## src/hdl/jsd_pkg.sv

```systemverilog
// ----------------------------------------------------------------------------
// jsd_pkg
// Shared types and constants of the job sequencing block.
// ----------------------------------------------------------------------------
package jsd_pkg;

    localparam int MAX_JOBS_DEF   = 16;
    localparam int SLOT_COUNT_DEF = 16;

    localparam int TAG_W    = 8;
    localparam int DL_W     = 8;
    localparam int PROFIT_W = 16;
    localparam int SLOT_W   = 5;
    localparam int SUM_W    = 20;

    localparam logic [SUM_W-1:0] SUM_MAX = {SUM_W{1'b1}};

    typedef enum logic [3:0] {
        ST_LOAD,
        ST_SEL_INIT,
        ST_SEL_SCAN,
        ST_SEL_DONE,
        ST_RD_JOB,
        ST_WAIT_JOB,
        ST_SEARCH,
        ST_EMIT,
        ST_TOTAL
    } t_state;

    // controller -> datapath
    typedef struct packed {
        logic store;        // write input request into the job store
        logic clr_batch;    // clear counts, slots, used marks
        logic sel_init;     // start a best-profit scan
        logic sel_step;     // examine one stored job
        logic sel_take;     // mark the best as used, latch it
        logic rd_job;       // present selected index to the job store
        logic ld_job;       // latch job store read data
        logic srch_step;    // test one slot, walking down
        logic emit_job;     // load job result into the output register
        logic emit_total;   // load total item into the output register
    } t_cmd;

    // datapath -> controller
    typedef struct packed {
        logic full;         // job store full
        logic empty;        // no jobs stored
        logic sel_last;     // scan is on the last stored job
        logic srch_hit;     // current slot is free
        logic srch_end;     // slot search exhausted
        logic all_done;     // every stored job has been placed or skipped
        logic out_busy;     // output register holds an untaken request
    } t_sts;

endpackage

```

## src/hdl/jsd_ram.sv

```systemverilog
// ----------------------------------------------------------------------------
// jsd_ram
// Generic simple dual-port RAM, one write and one registered read per cycle.
// ----------------------------------------------------------------------------
module jsd_ram #(
    parameter int WIDTH = 8,
    parameter int DEPTH = 16
) (
    input  logic                     i_clk,
    input  logic                     i_we,
    input  logic [$clog2(DEPTH)-1:0] i_waddr,
    input  logic [WIDTH-1:0]         i_wdata,
    input  logic [$clog2(DEPTH)-1:0] i_raddr,
    output logic [WIDTH-1:0]         o_rdata
);

    logic [WIDTH-1:0] r_mem [DEPTH];
    logic [WIDTH-1:0] r_rdata;

    always_ff @(posedge i_clk) begin
        if (i_we) begin
            r_mem[i_waddr] <= i_wdata;
        end
        r_rdata <= r_mem[i_raddr];
    end

    assign o_rdata = r_rdata;

endmodule

```

## src/hdl/jsd_ctrl.sv

```systemverilog
// ----------------------------------------------------------------------------
// jsd_ctrl
// Controller: load, select best job, search slot, emit results.
// ----------------------------------------------------------------------------
module jsd_ctrl (
    input  logic           i_clk,
    input  logic           i_rst_n,
    input  logic           i_in_valid,
    input  logic           i_is_last_job,
    output logic           o_in_stall,
    output jsd_pkg::t_cmd  o_cmd,
    input  jsd_pkg::t_sts  i_sts
);

    jsd_pkg::t_state r_state, n_state;

    // state register
    always_ff @(posedge i_clk) begin
        if (!i_rst_n) begin
            r_state <= jsd_pkg::ST_LOAD;
        end else begin
            r_state <= n_state;
        end
    end

    // next state and commands
    always_comb begin
        n_state    = r_state;
        o_cmd      = '0;
        o_in_stall = 1'b1;
        case (r_state)
            jsd_pkg::ST_LOAD: begin
                o_in_stall = 1'b0;
                if (i_in_valid) begin
                    o_cmd.store = !i_sts.full;
                    if (i_is_last_job) begin
                        n_state = jsd_pkg::ST_SEL_INIT;
                    end
                end
            end
            jsd_pkg::ST_SEL_INIT: begin
                o_cmd.sel_init = 1'b1;
                if (i_sts.all_done || i_sts.empty) begin
                    n_state = jsd_pkg::ST_TOTAL;
                end else begin
                    n_state = jsd_pkg::ST_SEL_SCAN;
                end
            end
            jsd_pkg::ST_SEL_SCAN: begin
                o_cmd.sel_step = 1'b1;
                if (i_sts.sel_last) begin
                    n_state = jsd_pkg::ST_SEL_DONE;
                end
            end
            jsd_pkg::ST_SEL_DONE: begin
                o_cmd.sel_take = 1'b1;
                n_state = jsd_pkg::ST_RD_JOB;
            end
            jsd_pkg::ST_RD_JOB: begin
                o_cmd.rd_job = 1'b1;
                n_state = jsd_pkg::ST_WAIT_JOB;
            end
            jsd_pkg::ST_WAIT_JOB: begin
                o_cmd.ld_job = 1'b1;
                n_state = jsd_pkg::ST_SEARCH;
            end
            jsd_pkg::ST_SEARCH: begin
                if (i_sts.srch_end) begin
                    n_state = jsd_pkg::ST_SEL_INIT;
                end else if (i_sts.srch_hit) begin
                    n_state = jsd_pkg::ST_EMIT;
                end else begin
                    o_cmd.srch_step = 1'b1;
                end
            end
            jsd_pkg::ST_EMIT: begin
                if (!i_sts.out_busy) begin
                    o_cmd.emit_job = 1'b1;
                    n_state = jsd_pkg::ST_SEL_INIT;
                end
            end
            jsd_pkg::ST_TOTAL: begin
                if (!i_sts.out_busy) begin
                    o_cmd.emit_total = 1'b1;
                    o_cmd.clr_batch  = 1'b1;
                    n_state = jsd_pkg::ST_LOAD;
                end
            end
            default: begin
                n_state = jsd_pkg::ST_LOAD;
            end
        endcase
    end

endmodule

```

## src/hdl/jsd_dp.sv

```systemverilog
// ----------------------------------------------------------------------------
// jsd_dp
// Datapath: job store, used marks, profit scan, slot table, output register.
// ----------------------------------------------------------------------------
module jsd_dp #(
    parameter int MAX_JOBS   = jsd_pkg::MAX_JOBS_DEF,
    parameter int SLOT_COUNT = jsd_pkg::SLOT_COUNT_DEF
) (
    input  logic                          i_clk,
    input  logic                          i_rst_n,
    input  jsd_pkg::t_cmd                 i_cmd,
    output jsd_pkg::t_sts                 o_sts,
    input  logic [jsd_pkg::TAG_W-1:0]     i_job_tag,
    input  logic [jsd_pkg::DL_W-1:0]      i_job_deadline,
    input  logic [jsd_pkg::PROFIT_W-1:0]  i_job_profit,
    output logic                          o_out_valid,
    input  logic                          i_out_stall,
    output logic                          o_has_job,
    output logic [jsd_pkg::TAG_W-1:0]     o_chosen_tag,
    output logic [jsd_pkg::SLOT_W-1:0]    o_chosen_slot,
    output logic [jsd_pkg::SUM_W-1:0]     o_profit_sum,
    output logic                          o_end_of_batch
);

    localparam int IW = (MAX_JOBS > 1) ? $clog2(MAX_JOBS) : 1;
    localparam int CW = $clog2(MAX_JOBS + 1);
    localparam int SW = $clog2(SLOT_COUNT + 1);
    localparam logic [CW-1:0] MAX_C = CW'(MAX_JOBS);
    localparam logic [SW-1:0] SLOT_C = SW'(SLOT_COUNT);

    logic [CW-1:0] r_count;
    logic [MAX_JOBS-1:0] r_used;
    logic [SLOT_COUNT:1] r_slot_busy;
    logic [CW-1:0] r_done_cnt;

    // scan state
    logic [IW-1:0] r_scan_idx;
    logic [IW-1:0] r_best_idx;
    logic [jsd_pkg::PROFIT_W-1:0] r_best_profit;
    logic r_best_ok;
    logic [IW-1:0] r_job_idx;

    // current job
    logic [jsd_pkg::TAG_W-1:0] r_cur_tag;
    logic [jsd_pkg::PROFIT_W-1:0] r_cur_profit;
    logic [SW-1:0] r_slot;
    logic [jsd_pkg::SUM_W-1:0] r_sum;

    // output register
    logic r_out_valid;
    logic r_has_job;
    logic [jsd_pkg::TAG_W-1:0] r_o_tag;
    logic [jsd_pkg::SLOT_W-1:0] r_o_slot;
    logic [jsd_pkg::SUM_W-1:0] r_o_sum;
    logic r_o_end;

    logic [jsd_pkg::TAG_W-1:0] w_tag_rd;
    logic [jsd_pkg::DL_W-1:0] w_dl_rd;
    logic [jsd_pkg::PROFIT_W-1:0] w_pr_rd;
    logic [jsd_pkg::PROFIT_W-1:0] w_scan_pr;
    logic [IW-1:0] w_raddr;
    logic [IW-1:0] w_waddr;
    logic [SW-1:0] w_dl_sat;
    logic [jsd_pkg::SUM_W:0] w_sum_add;
    logic w_scan_take;

    assign w_waddr = r_count[IW-1:0];
    assign w_raddr = i_cmd.rd_job ? r_job_idx : r_scan_idx;

    // job store; one read port shared by the profit scan and the job fetch
    jsd_ram #(.WIDTH(jsd_pkg::TAG_W), .DEPTH(MAX_JOBS)) u_tag (
        .i_clk(i_clk), .i_we(i_cmd.store), .i_waddr(w_waddr),
        .i_wdata(i_job_tag), .i_raddr(w_raddr), .o_rdata(w_tag_rd));
    jsd_ram #(.WIDTH(jsd_pkg::DL_W), .DEPTH(MAX_JOBS)) u_dl (
        .i_clk(i_clk), .i_we(i_cmd.store), .i_waddr(w_waddr),
        .i_wdata(i_job_deadline), .i_raddr(w_raddr), .o_rdata(w_dl_rd));
    jsd_ram #(.WIDTH(jsd_pkg::PROFIT_W), .DEPTH(MAX_JOBS)) u_pr (
        .i_clk(i_clk), .i_we(i_cmd.store), .i_waddr(w_waddr),
        .i_wdata(i_job_profit), .i_raddr(w_raddr), .o_rdata(w_pr_rd));
    assign w_scan_pr = w_pr_rd;

    // scan pipeline: address r_scan_idx issued, data from the registered read port in the next cycle
    logic r_scan_vld;
    logic [IW-1:0] r_scan_pidx;
    logic [CW-1:0] w_scan_nxt;

    assign w_scan_nxt = CW'(r_scan_idx) + CW'(1);
    assign w_scan_take = r_scan_vld && !r_used[r_scan_pidx]
        && (!r_best_ok || w_scan_pr > r_best_profit);

    // saturated deadline
    always_comb begin
        if (w_dl_rd > jsd_pkg::DL_W'(SLOT_COUNT)) begin
            w_dl_sat = SLOT_C;
        end else begin
            w_dl_sat = SW'(w_dl_rd);
        end
    end

    assign w_sum_add = {1'b0, r_sum} + (jsd_pkg::SUM_W+1)'(r_cur_profit);

    // sequencing registers
    always_ff @(posedge i_clk) begin
        if (!i_rst_n) begin
            r_count     <= '0;
            r_used      <= '0;
            r_slot_busy <= '0;
            r_done_cnt  <= '0;
            r_sum       <= '0;
            r_scan_vld  <= 1'b0;
            r_best_ok   <= 1'b0;
        end else begin
            if (i_cmd.store && r_count != MAX_C) begin
                r_count <= r_count + CW'(1);
            end
            if (i_cmd.sel_init) begin
                r_scan_idx <= '0;
                r_scan_vld <= 1'b0;
                r_best_ok  <= 1'b0;
            end
            if (i_cmd.sel_step) begin
                r_scan_vld  <= 1'b1;
                r_scan_pidx <= r_scan_idx;
                if (w_scan_nxt < r_count) begin
                    r_scan_idx <= r_scan_idx + IW'(1);
                end
                if (w_scan_take) begin
                    r_best_ok     <= 1'b1;
                    r_best_profit <= w_scan_pr;
                    r_best_idx    <= r_scan_pidx;
                end
            end
            if (i_cmd.sel_take) begin
                // last scanned entry is evaluated here
                if (w_scan_take) begin
                    r_job_idx <= r_scan_pidx;
                    r_used[r_scan_pidx] <= 1'b1;
                end else begin
                    r_job_idx <= r_best_idx;
                    r_used[r_best_idx] <= 1'b1;
                end
                r_done_cnt <= r_done_cnt + CW'(1);
                r_scan_vld <= 1'b0;
            end
            if (i_cmd.ld_job) begin
                r_cur_tag    <= w_tag_rd;
                r_cur_profit <= w_pr_rd;
                r_slot       <= w_dl_sat;
            end
            if (i_cmd.srch_step) begin
                r_slot <= r_slot - SW'(1);
            end
            if (i_cmd.emit_job) begin
                r_slot_busy[r_slot] <= 1'b1;
                r_sum <= w_sum_add[jsd_pkg::SUM_W] ? jsd_pkg::SUM_MAX
                                                  : w_sum_add[jsd_pkg::SUM_W-1:0];
            end
            if (i_cmd.clr_batch) begin
                r_count     <= '0;
                r_used      <= '0;
                r_slot_busy <= '0;
                r_done_cnt  <= '0;
                r_sum       <= '0;
            end
        end
    end

    // output register
    always_ff @(posedge i_clk) begin
        if (!i_rst_n) begin
            r_out_valid <= 1'b0;
        end else if (i_cmd.emit_job || i_cmd.emit_total) begin
            r_out_valid <= 1'b1;
        end else if (!i_out_stall) begin
            r_out_valid <= 1'b0;
        end
    end

    always_ff @(posedge i_clk) begin
        if (i_cmd.emit_job) begin
            r_has_job <= 1'b1;
            r_o_tag   <= r_cur_tag;
            r_o_slot  <= jsd_pkg::SLOT_W'(r_slot);
            r_o_sum   <= w_sum_add[jsd_pkg::SUM_W] ? jsd_pkg::SUM_MAX
                                                   : w_sum_add[jsd_pkg::SUM_W-1:0];
            r_o_end   <= 1'b0;
        end else if (i_cmd.emit_total) begin
            r_has_job <= 1'b0;
            r_o_tag   <= '0;
            r_o_slot  <= '0;
            r_o_sum   <= r_sum;
            r_o_end   <= 1'b1;
        end
    end

    // status
    always_comb begin
        o_sts           = '0;
        o_sts.full      = (r_count == MAX_C);
        o_sts.empty     = (r_count == '0);
        o_sts.sel_last  = r_scan_vld && (CW'(r_scan_pidx) + CW'(1) >= r_count);
        o_sts.srch_end  = (r_slot == '0);
        o_sts.srch_hit  = (r_slot != '0) && !r_slot_busy[r_slot];
        o_sts.all_done  = (r_done_cnt == r_count);
        o_sts.out_busy  = r_out_valid && i_out_stall;
    end

    assign o_out_valid    = r_out_valid;
    assign o_has_job      = r_has_job;
    assign o_chosen_tag   = r_o_tag;
    assign o_chosen_slot  = r_o_slot;
    assign o_profit_sum   = r_o_sum;
    assign o_end_of_batch = r_o_end;

endmodule

```

## src/hdl/job_sequencing_deadlines.sv

```systemverilog
// ----------------------------------------------------------------------------
// job_sequencing_deadlines
// Greedy job sequencing with deadlines over a stored batch.
// ----------------------------------------------------------------------------
// Jobs are loaded one request per cycle; the request with i_is_last_job set
// closes the batch. For each of the n stored jobs the controller scans the
// job store for the highest unused profit through the store's registered
// read port, then walks the slot table down from the deadline (one slot per
// cycle) to the first free slot; a job that finds no slot is skipped. A
// stalled output holds the controller until the result is taken. Results
// leave through one output register; the last result of a batch, flagged
// end of batch, carries the total. Input is stalled while a batch is
// scheduled.
module job_sequencing_deadlines #(
    parameter int MAX_JOBS   = jsd_pkg::MAX_JOBS_DEF,
    parameter int SLOT_COUNT = jsd_pkg::SLOT_COUNT_DEF
) (
    input  logic                          i_clk,
    input  logic                          i_rst_n,
    input  logic                          i_in_valid,
    output logic                          o_in_stall,
    input  logic [jsd_pkg::TAG_W-1:0]     i_job_tag,
    input  logic [jsd_pkg::DL_W-1:0]      i_job_deadline,
    input  logic [jsd_pkg::PROFIT_W-1:0]  i_job_profit,
    input  logic                          i_is_last_job,
    output logic                          o_out_valid,
    input  logic                          i_out_stall,
    output logic                          o_has_job,
    output logic [jsd_pkg::TAG_W-1:0]     o_chosen_tag,
    output logic [jsd_pkg::SLOT_W-1:0]    o_chosen_slot,
    output logic [jsd_pkg::SUM_W-1:0]     o_profit_sum,
    output logic                          o_end_of_batch
);

    jsd_pkg::t_cmd w_cmd;
    jsd_pkg::t_sts w_sts;

    jsd_ctrl u_ctrl (
        .i_clk(i_clk), .i_rst_n(i_rst_n),
        .i_in_valid(i_in_valid), .i_is_last_job(i_is_last_job),
        .o_in_stall(o_in_stall), .o_cmd(w_cmd), .i_sts(w_sts));

    jsd_dp #(.MAX_JOBS(MAX_JOBS), .SLOT_COUNT(SLOT_COUNT)) u_dp (
        .i_clk(i_clk), .i_rst_n(i_rst_n), .i_cmd(w_cmd), .o_sts(w_sts),
        .i_job_tag(i_job_tag), .i_job_deadline(i_job_deadline),
        .i_job_profit(i_job_profit),
        .o_out_valid(o_out_valid), .i_out_stall(i_out_stall),
        .o_has_job(o_has_job), .o_chosen_tag(o_chosen_tag),
        .o_chosen_slot(o_chosen_slot), .o_profit_sum(o_profit_sum),
        .o_end_of_batch(o_end_of_batch));

endmodule

```

## config.mk

```make
export PLATFORM = sky130hd
export DESIGN_NAME = job_sequencing_deadlines
export DESIGN_NICKNAME = d
export VERILOG_FILES = /design/src/hdl/jsd_pkg.sv /design/src/hdl/jsd_ram.sv /design/src/hdl/jsd_ctrl.sv /design/src/hdl/jsd_dp.sv /design/src/hdl/job_sequencing_deadlines.sv
export SDC_FILE = /design/constraint.sdc
export NUM_CORES = 1
export LEC_CHECK = 0
export BUFFER_PORTS_ARGS = -buffer_cell sky130_fd_sc_hd__buf_2
export CAP_MARGIN = 20
export CORE_ASPECT_RATIO = 2
export CORE_MARGIN = 5
export CORE_UTILIZATION = 44
export CTS_BUF_LIST = sky130_fd_sc_hd__clkbuf_2 sky130_fd_sc_hd__clkbuf_4 sky130_fd_sc_hd__clkbuf_8
export DETAILED_ROUTE_END_ITERATION = 7
export SETUP_SLACK_MARGIN = 0.02
export SLEW_MARGIN = 40
export SYNTH_ARGS = -nofsm -noshare
export SYNTH_HDL_FRONTEND = slang
export SYNTH_SLANG_ARGS = --single-unit
```

## constraint.sdc

```tcl
create_clock -name i_clk -period 10.4 [get_ports i_clk]
set_clock_uncertainty 0.1 [all_clocks]
set_input_delay 0.52 -clock i_clk [delete_from_list [all_inputs] [get_ports i_clk]]
set_output_delay 0.52 -clock i_clk [all_outputs]
set_load 0.02 [all_outputs]
```

Word level (Yosys, flattened, before mapping)
Memories as Yosys holds them, arrays and structs flattened. A register that Yosys moved wholly into a read port is not among the register bits.
Cells that the tools add are included.
{ "totals": {"register_bits": 165, "ramBits": 512, "input_bits": 37, "output_inout_bits": 37, "word_cells": 153, "mem_count": 3} }
{ "classes": {"n_addsub": 7, "n_lt_le_gt_ge": 10, "n_eq_ne": 18, "mux": 58, "n_bitwise": 4, "reduce_logical": 31} }
{ "mem_list": {"columns": ["memory", "depth", "word_bits", "rd", "rd_ports_with_merged_regs", "write_ports", "line_no", "source"], "rows": [
  ["u_dp.u_pr.r_mem", 16, 16, 1, 1, 1, "jsd_ram.sv:17", "logic [WIDTH-1:0] r_mem [DEPTH];"],
  ["u_dp.u_dl.r_mem", 16, 8, 1, 1, 1, "jsd_ram.sv:17", null],
  ["u_dp.u_tag.r_mem", 16, 8, 1, 1, 1, "jsd_ram.sv:17", null]
]} }
{ "op_table": {"columns": ["operator", "n"], "rows": [
  ["2-to-1 mux 20 bit", 3],
  ["2-to-1 mux 4 bit", 13],
  ["bitwise OR 16 bit", 3],
  ["case mux 4 bit (9 select lines)", 1],
  ["2-to-1 mux 1 bit", 28],
  ["2-to-1 mux 5 bit", 5],
  ["adder 20 x 16 -> 21 bit", 1],
  ["== test 4 x 3 -> 1 bit, second input constant", 4],
  ["> comparator 16 bit", 1],
  ["2-to-1 mux 16 bit", 1],
  ["2-to-1 mux 8 bit", 2],
  ["adder 4 x 1 -> 5 bit, second input constant", 2],
  ["adder 5 x 1 -> 5 bit, second input constant", 2],
  ["logical NOT 5 bit", 2],
  ["< comparator 4 x 5 -> 1 bit, second input constant", 2],
  ["logical AND 1 bit", 9],
  ["demux 1 bit (select 4 bit)", 2],
  ["== test 4 x 2 -> 1 bit, second input constant", 2],
  [">= comparator 4 x 1 -> 1 bit, second input constant", 2],
  ["> comparator 8 x 5 -> 1 bit, second input constant", 1],
  ["inequality test 2 bit, second input constant", 4],
  ["AND reduction 2 bit", 4],
  ["< comparator 5 x 6 -> 1 bit, second input constant", 1],
  ["AND reduction 6 bit", 1],
  ["other kinds (23)", 32]
]} }

Logic depth before layout (Yosys ltp)
{ "depth": {"depth_word": 9, "mapped_depth": 10, "ltp_nobuf": 9} }

Hierarchy
Synthesis repeated with hierarchy kept, for this count alone.
{ "unflattened": {"cells_unflattened": 1616, "hier_area_um2": 28497.3} }
{ "modules_own_cells": {"columns": ["module", "instances", "cells_each", "area_each_um2", "seq_area_each_um2"], "rows": [
  ["jsd_ram (u_dp.u_dl ...)", 2, 229, 5147.4, 4003.8],
  ["jsd_ram (u_dp.u_pr)", 1, 432, 10042.1, 8007.7],
  ["jsd_dp", 1, 676, 7777.5, 4164.0],
  ["jsd_ctrl", 1, 50, 382.9, 80.1]
]} }

Worst setup path after synthesis
OpenSTA, ideal clock, no wires.
{ "synth_path": {"kind": "register to register", "start": "reg u_ctrl.r_state[3]", "end": "mem u_dp.u_dl.r_mem[6][0] (netlist: u_dp.u_dl.r_mem[3][0]), enable pin", "setup_ns": 0.461, "arrival_ns": 3.694, "required_ns": 9.839, "slack_ns": 6.146, "stages_incl_launch_ff": 7, "n_path_buf": 2, "period_less_slack_ns": 4.254, "cell_sequence": "dfxtp_1 > clkbuf_1 > nor4_1 > o211a_1 > clkbuf_1 > nand2_1 > nor3_1"} }
{ "synth_between": {"elab_chain_cells": 4} }
{ "synth_lines": {"columns": ["element", "line_no", "source"], "rows": [
  ["from (decl)", "jsd_ctrl.sv:15", "jsd_pkg::t_state r_state, n_state;"],
  ["from (signal assigned)", "jsd_ctrl.sv:20", "r_state <= jsd_pkg::ST_LOAD;"],
  ["from (signal assigned)", "jsd_ctrl.sv:22", "r_state <= n_state;"],
  ["logical NOT 4 bit", "jsd_ctrl.sv:31", "case (r_state)"],
  ["2-to-1 mux 1 bit", "jsd_ctrl.sv:31", null],
  ["2-to-1 mux 1 bit", "jsd_ram.sv:21", "if (i_we) begin"],
  ["2-to-1 mux 1 bit (implied by the code)", "jsd_ram.sv:22", "r_mem[i_waddr] <= i_wdata;"],
  ["to (decl)", "jsd_ram.sv:17", null]
]} }
No other way between the ends.

Final worst setup path
{ "layout_path": {"start": "reg u_ctrl.r_state[2]", "end": "reg u_dp.u_pr.r_rdata[15] (netlist: u_dp.u_pr.o_rdata[15]), read port of u_dp.u_pr.r_mem"} }
{ "layout_between": {"elab_chain_cells": 3} }
{ "layout_lines": {"columns": ["element", "line_no", "source"], "rows": [
  ["== test 4 x 3 -> 1 bit", "jsd_ctrl.sv:31", null],
  ["2-to-1 mux 1 bit", "jsd_ctrl.sv:31", null],
  ["2-to-1 mux 4 bit", "jsd_dp.sv:68", "assign w_raddr = i_cmd.rd_job ? r_job_idx : r_scan_idx;"],
  ["to (decl)", "jsd_ram.sv:18", "logic [WIDTH-1:0] r_rdata;"]
]} }
No other way between the ends.
A chain may end at the register's enable or synchronous reset.

==> summary.md <==
| Metric | Value |
|---|---|
| Run status | finished clean |
| FF+latch count, synth | 709 |
| Placed cells | 2679 |
| Antenna violations before repair | 7 |
| Floorplan die height | 369.4 µm |
| Setup crit start | u_ctrl.r_state[2] |
| Post-detail-place hpwl | 39910 µm |
| Via count of the first global-routing pass | 17270 |
| Critical path buffer and inverter count | 3 |
| Required time of the worst setup path | 10900 ps |
| Worst hold path stage count | 1 |
| Number of vias per cell | 5.769 |
| Count of pins on the block boundary | 74 |
| Final routed wirelength across all metal layers | 66390 µm |
| Slew at the pin closest to its max-slew limit | 808.2 ps |
| Final Hold Vio Count | 0 |
| Net switching power | 0.001829 W |
| Clock tree from TritonCTS | done |
| Wire length on met3 | 2932 µm |
| Synthesis-to-finish area growth | 12.58% |
| Wire length on met1 | 24220 µm |
| Achievable clock frequency | 272.3 MHz |
| Share of total power in the clock network | 32.8% |
| Post-cts hold buffer count | 0 |
| Internal portion of total power | 0.004854 W |
| Worst reg-to-reg path cell count | 9 |
| Initial core utilization | 44.44% |
| Final setup TNS | 0 ps |
| Die ar. | 0.07006 mm² |
| Number of gates on the worst path with buffers counted | 9 |
| Max rail drop VDD | 0.09851 mV |
| Horizontal die dimension | 189.7 µm |
| Number of distinct library cells after synthesis | 66 |
| Post-synthesis area per instance | 15.27 µm² |
| CTS root buf | sky130_fd_sc_hd__clkbuf_8 |
| Clock edge transition at the registers on the reported setup and hold paths | 70 ps |
| WS Path Type | flop to flop |
| Number of pins exceeding their max-slew limit in the final report | 0 |
| Net Sw Frac | 27.37% |
| Worst min-delay path category | input port to flop |
| Critical path peak fanout | 27 |
| First-pass GRT wire length | 100900 µm |
| Leak | 11.08 nW |
| Core ar. | 0.06392 mm² |
| Number of max-cap violations | 0 |
| Cell breakdown of the critical path | nor4b_4 -> buf_4 -> mux2i_4 -> buf_4 -> buf_4 -> and2_2 -> a32oi_1 -> nand4_1 -> o21ai_1 |
| Largest net degree at the start of global routing | 89 |
| Crit Reg-Reg Startpoint | u_ctrl.r_state[2] |
| Post-layout instance count excluding filler cells | 2860 |
| Clock latency at the later pin of the worst-skew pair | 720 ps |
| Slowest stage cell on the critical path | sky130_fd_sc_hd__and2_2 |
| Final setup violation count | 0 |
| Via count of the routed design | 16500 |
| Overall power | 0.006683 W |
| Async set or reset register ratio after synthesis | 0% |
| Clock Tree Buf Depth | 3 |
| Metal2 WL | 36530 µm |
| Multi-input logic area | 0.007820 mm² |
| Critical path arrival | 4170 ps |
| Number of cells produced by synthesis | 1860 |
| Grt total ovfl | 0 |
| Row Count | 131 |
| Seq/Total Area, Yosys | 71.31% |
| Crit path max-delay family | simple AND/OR/NAND/NOR gates |
| Number of DRC violations after detailed-routing iteration 0 | 1017 |
| Total number of H-tree levels | 3 |
| Combinational share of power | 15.8% |
| Capture instance of the worst register-to-register path | u_dp.u_pr.o_rdata[15] |
| Average wire length per cell after detail routing | 23.21 µm |
| Number of enable flip-flop cells after synthesis | 606 |
| Most frequently used flop master after synthesis | sky130_fd_sc_hd__edfxtp_1 |
| Count of nets after finishing | 2071 |
| Total of fill cells in the finished design | 5369 |
| Antenna-violating nets left | 0 |
| Fin util | 50.03% |
| Fraction of layout instances using a drive strength above 1 | 19.29% |
| Yosys warns | 0 |
| Total power per unit cell area | 209.0 mW/mm² |
| Number of iterations in the first detailed-routing pass | 5 |
| Post-cts repair resize count | 0 |
| Overall routing resource usage | 18.94% |
| Terminating pin of the worst hold path | u_dp.u_tag.r_mem[15][4] |
| Relative slew margins | 45.55% |
| CP dominant cell by count | sky130_fd_sc_hd__buf_4 |
| Largest stage delay on the critical path | 650 ps |
| IO buf count | 73 |
| Setup repair bufs after CTS | 0 |
| Crit path launch type | flop |
| Time the final worst path needs with I/O delays and setup | 3672 ps |
| Share of the clock period used by the worst path after layout | 35.31% |
| Sequential group share of total power | 51.4% |
| Syn Std Cell Area | 0.02841 mm² |
| Clock tree sinks | 709 |
| Setup repair after global routing missed its margin | false |
| Setup slack on the worst flop-to-flop path | 6730 ps |
| Highest Signal Layer | met5 |
| Number of clock buffers inserted by TritonCTS | 95 |
| Final routed DRC violation total | 0 |
| Syn_nets | 1953 |
| Routability Congestion | 0.8160 |
| Critical path endpoint category | flop |
| Sequential cell area in the final layout | 0.02026 mm² |
| Startpoint of the lowest-slack hold path | i_job_tag[4] |
## cell type report
cell class                      count  share of cell area (%)
Sequential cell                   709                   63.34
Multi-Input combinational cell   1021                   24.45
Clock buffer                      135                   5.360
Tap cell                          798                   3.122
Timing Repair Buffer              115                   2.289
Clock inverter                     42                  0.9819
Inverter                           36                  0.4225
Antenna cell                        4                 0.03130
## cells in the mapped netlist, types with 3 or more instances
cell / count / area (µm²)
sky130_fd_sc_hd__a211oi_1: 12 / 90.09
sky130_fd_sc_hd__a21boi_0: 4 / 30.03
sky130_fd_sc_hd__a21o_1: 10 / 75.07
sky130_fd_sc_hd__a21oi_1: 44 / 220.2
sky130_fd_sc_hd__a22oi_1: 3 / 22.52
sky130_fd_sc_hd__a31oi_1: 21 / 131.4
sky130_fd_sc_hd__a32oi_1: 42 / 367.9
sky130_fd_sc_hd__and2_1: 21 / 131.4
sky130_fd_sc_hd__and3_1: 10 / 62.56
sky130_fd_sc_hd__buf_1: 8 / 30.03
sky130_fd_sc_hd__buf_2: 27 / 135.1
sky130_fd_sc_hd__clkbuf_1: 57 / 214.0
sky130_fd_sc_hd__dfxtp_1: 103 / 2062
sky130_fd_sc_hd__edfxtp_1: 606 / 18200
sky130_fd_sc_hd__ha_1: 55 / 688.2
sky130_fd_sc_hd__inv_1: 36 / 135.1
sky130_fd_sc_hd__mux2_2: 3 / 33.78
sky130_fd_sc_hd__mux2i_1: 74 / 740.7
sky130_fd_sc_hd__mux4_2: 72 / 1622
sky130_fd_sc_hd__nand2_1: 242 / 908.4
sky130_fd_sc_hd__nand2b_1: 4 / 25.02
sky130_fd_sc_hd__nand3_1: 80 / 400.4
sky130_fd_sc_hd__nand4_1: 41 / 256.5
sky130_fd_sc_hd__nor2_1: 76 / 285.3
sky130_fd_sc_hd__nor2b_1: 4 / 25.02
sky130_fd_sc_hd__nor3_1: 13 / 65.06
sky130_fd_sc_hd__nor3b_1: 3 / 22.52
sky130_fd_sc_hd__nor4_1: 5 / 31.28
sky130_fd_sc_hd__nor4b_1: 3 / 26.28
sky130_fd_sc_hd__o2111ai_1: 5 / 43.79
sky130_fd_sc_hd__o211ai_1: 7 / 52.55
sky130_fd_sc_hd__o21a_1: 8 / 60.06
sky130_fd_sc_hd__o21ai_0: 43 / 215.2
sky130_fd_sc_hd__o21ai_1: 24 / 120.1
sky130_fd_sc_hd__o221a_2: 11 / 123.9
sky130_fd_sc_hd__o221ai_1: 5 / 43.79
sky130_fd_sc_hd__o22a_1: 11 / 96.34
sky130_fd_sc_hd__xnor2_1: 17 / 148.9
sky130_fd_sc_hd__xor2_1: 14 / 122.6
## state kept, by name, summed over array words and instances, names as in the netlist, 8 cells and up
name                cells
u_dp.u_pr.r_mem       256
u_dp.u_tag.o_rdata      8
u_dp.u_tag.r_mem      128
u_dp.r_best_profit     16
u_dp.o_chosen_tag       8
u_dp.u_dl.o_rdata       8
u_dp.r_cur_tag          8
u_dp.u_pr.o_rdata      16
u_dp.r_used            16
u_dp.u_dl.r_mem       128
u_dp.r_slot_busy       16
u_dp.r_sum             20
u_dp.o_profit_sum      20
u_dp.r_cur_profit      16
## cells in the final DEF, fill, tap and decap left out, types with 11 or more instances in the layout
cell and n:
sky130_fd_sc_hd__nand3_1 80, sky130_fd_sc_hd__buf_2 73, sky130_fd_sc_hd__clkbuf_4 23, sky130_fd_sc_hd__buf_4 37
sky130_fd_sc_hd__mux4_2 72, sky130_fd_sc_hd__o221a_2 11, sky130_fd_sc_hd__dfxtp_1 103, sky130_fd_sc_hd__mux2i_1 70
sky130_fd_sc_hd__o22a_1 11, sky130_fd_sc_hd__clkbuf_8 112, sky130_fd_sc_hd__inv_1 36, sky130_fd_sc_hd__o21ai_0 43
sky130_fd_sc_hd__a31oi_1 21, sky130_fd_sc_hd__nor2_4 13, sky130_fd_sc_hd__nor2_1 62, sky130_fd_sc_hd__and2_1 19
sky130_fd_sc_hd__clkinv_1 20, sky130_fd_sc_hd__nand2_1 242, sky130_fd_sc_hd__edfxtp_1 606, sky130_fd_sc_hd__a211oi_1 12
sky130_fd_sc_hd__nand4_1 41, sky130_fd_sc_hd__ha_1 55, sky130_fd_sc_hd__clkinv_2 12, sky130_fd_sc_hd__xnor2_1 17
sky130_fd_sc_hd__a32oi_1 42, sky130_fd_sc_hd__o21ai_1 23, sky130_fd_sc_hd__xor2_1 14, sky130_fd_sc_hd__a21oi_1 43
## per-stage QoR
stage	hold slack, ps	setup WS [ps]	instance area, µm²
6_report	80.83	6728	31980
5_1_grt	30.74	6512	31980
4_1_cts	1.096	6711	31970
3_5_place_dp	314.9	6735	29940
3_3_place_gp	313.6	6234	29840
2_1_floorplan	285.5	6146	28410
## logic make-up after synthesis
family          count (synthesis)  share of synthesized area [%]
buf+inv                       130                          1.876
compound gates                269                          6.571
xor+xnor                       31                         0.9557
fa+ha+maj                      56                          2.493
simple gates                  514                          8.280
mux                           151                          8.513
flops                         709                          71.31
## how the worst max path moves through the flow
stage                     slack, ps                     to
final                          6730  u_dp.u_pr.o_rdata[15]
after detailed placement       6740  u_dp.u_pr.o_rdata[15]
after floorplan                6150  u_dp.u_dl.r_mem[3][0]
after global placement         6230  u_dp.u_pr.o_rdata[15]
after CTS                      6710  u_dp.u_pr.o_rdata[14]
after global routing           6510  u_dp.u_pr.o_rdata[14]
## metal layers
metal  track usage, %  vias to the layer above
met5                0                        -
met4            8.883                        4
met3            3.266                      156
met2            35.44                      510
met1            20.62                     8386
li1                 -                     7444
## power by group through the flow
stage | logic (W) | registers (W) | clock network, W
after CTS | 0.00107 | 0.00344 | 0.00226
after global routing | 0.00116 | 0.00345 | 0.00238
after global placement | 0.00104 | 0.00349 | 0
after floorplan | 0.000689 | 0.00346 | 0
final | 0.00105 | 0.00344 | 0.00219
after detailed placement | 0.00107 | 0.00350 | 0
Note: power is estimated with default switching activity, not from simulation.
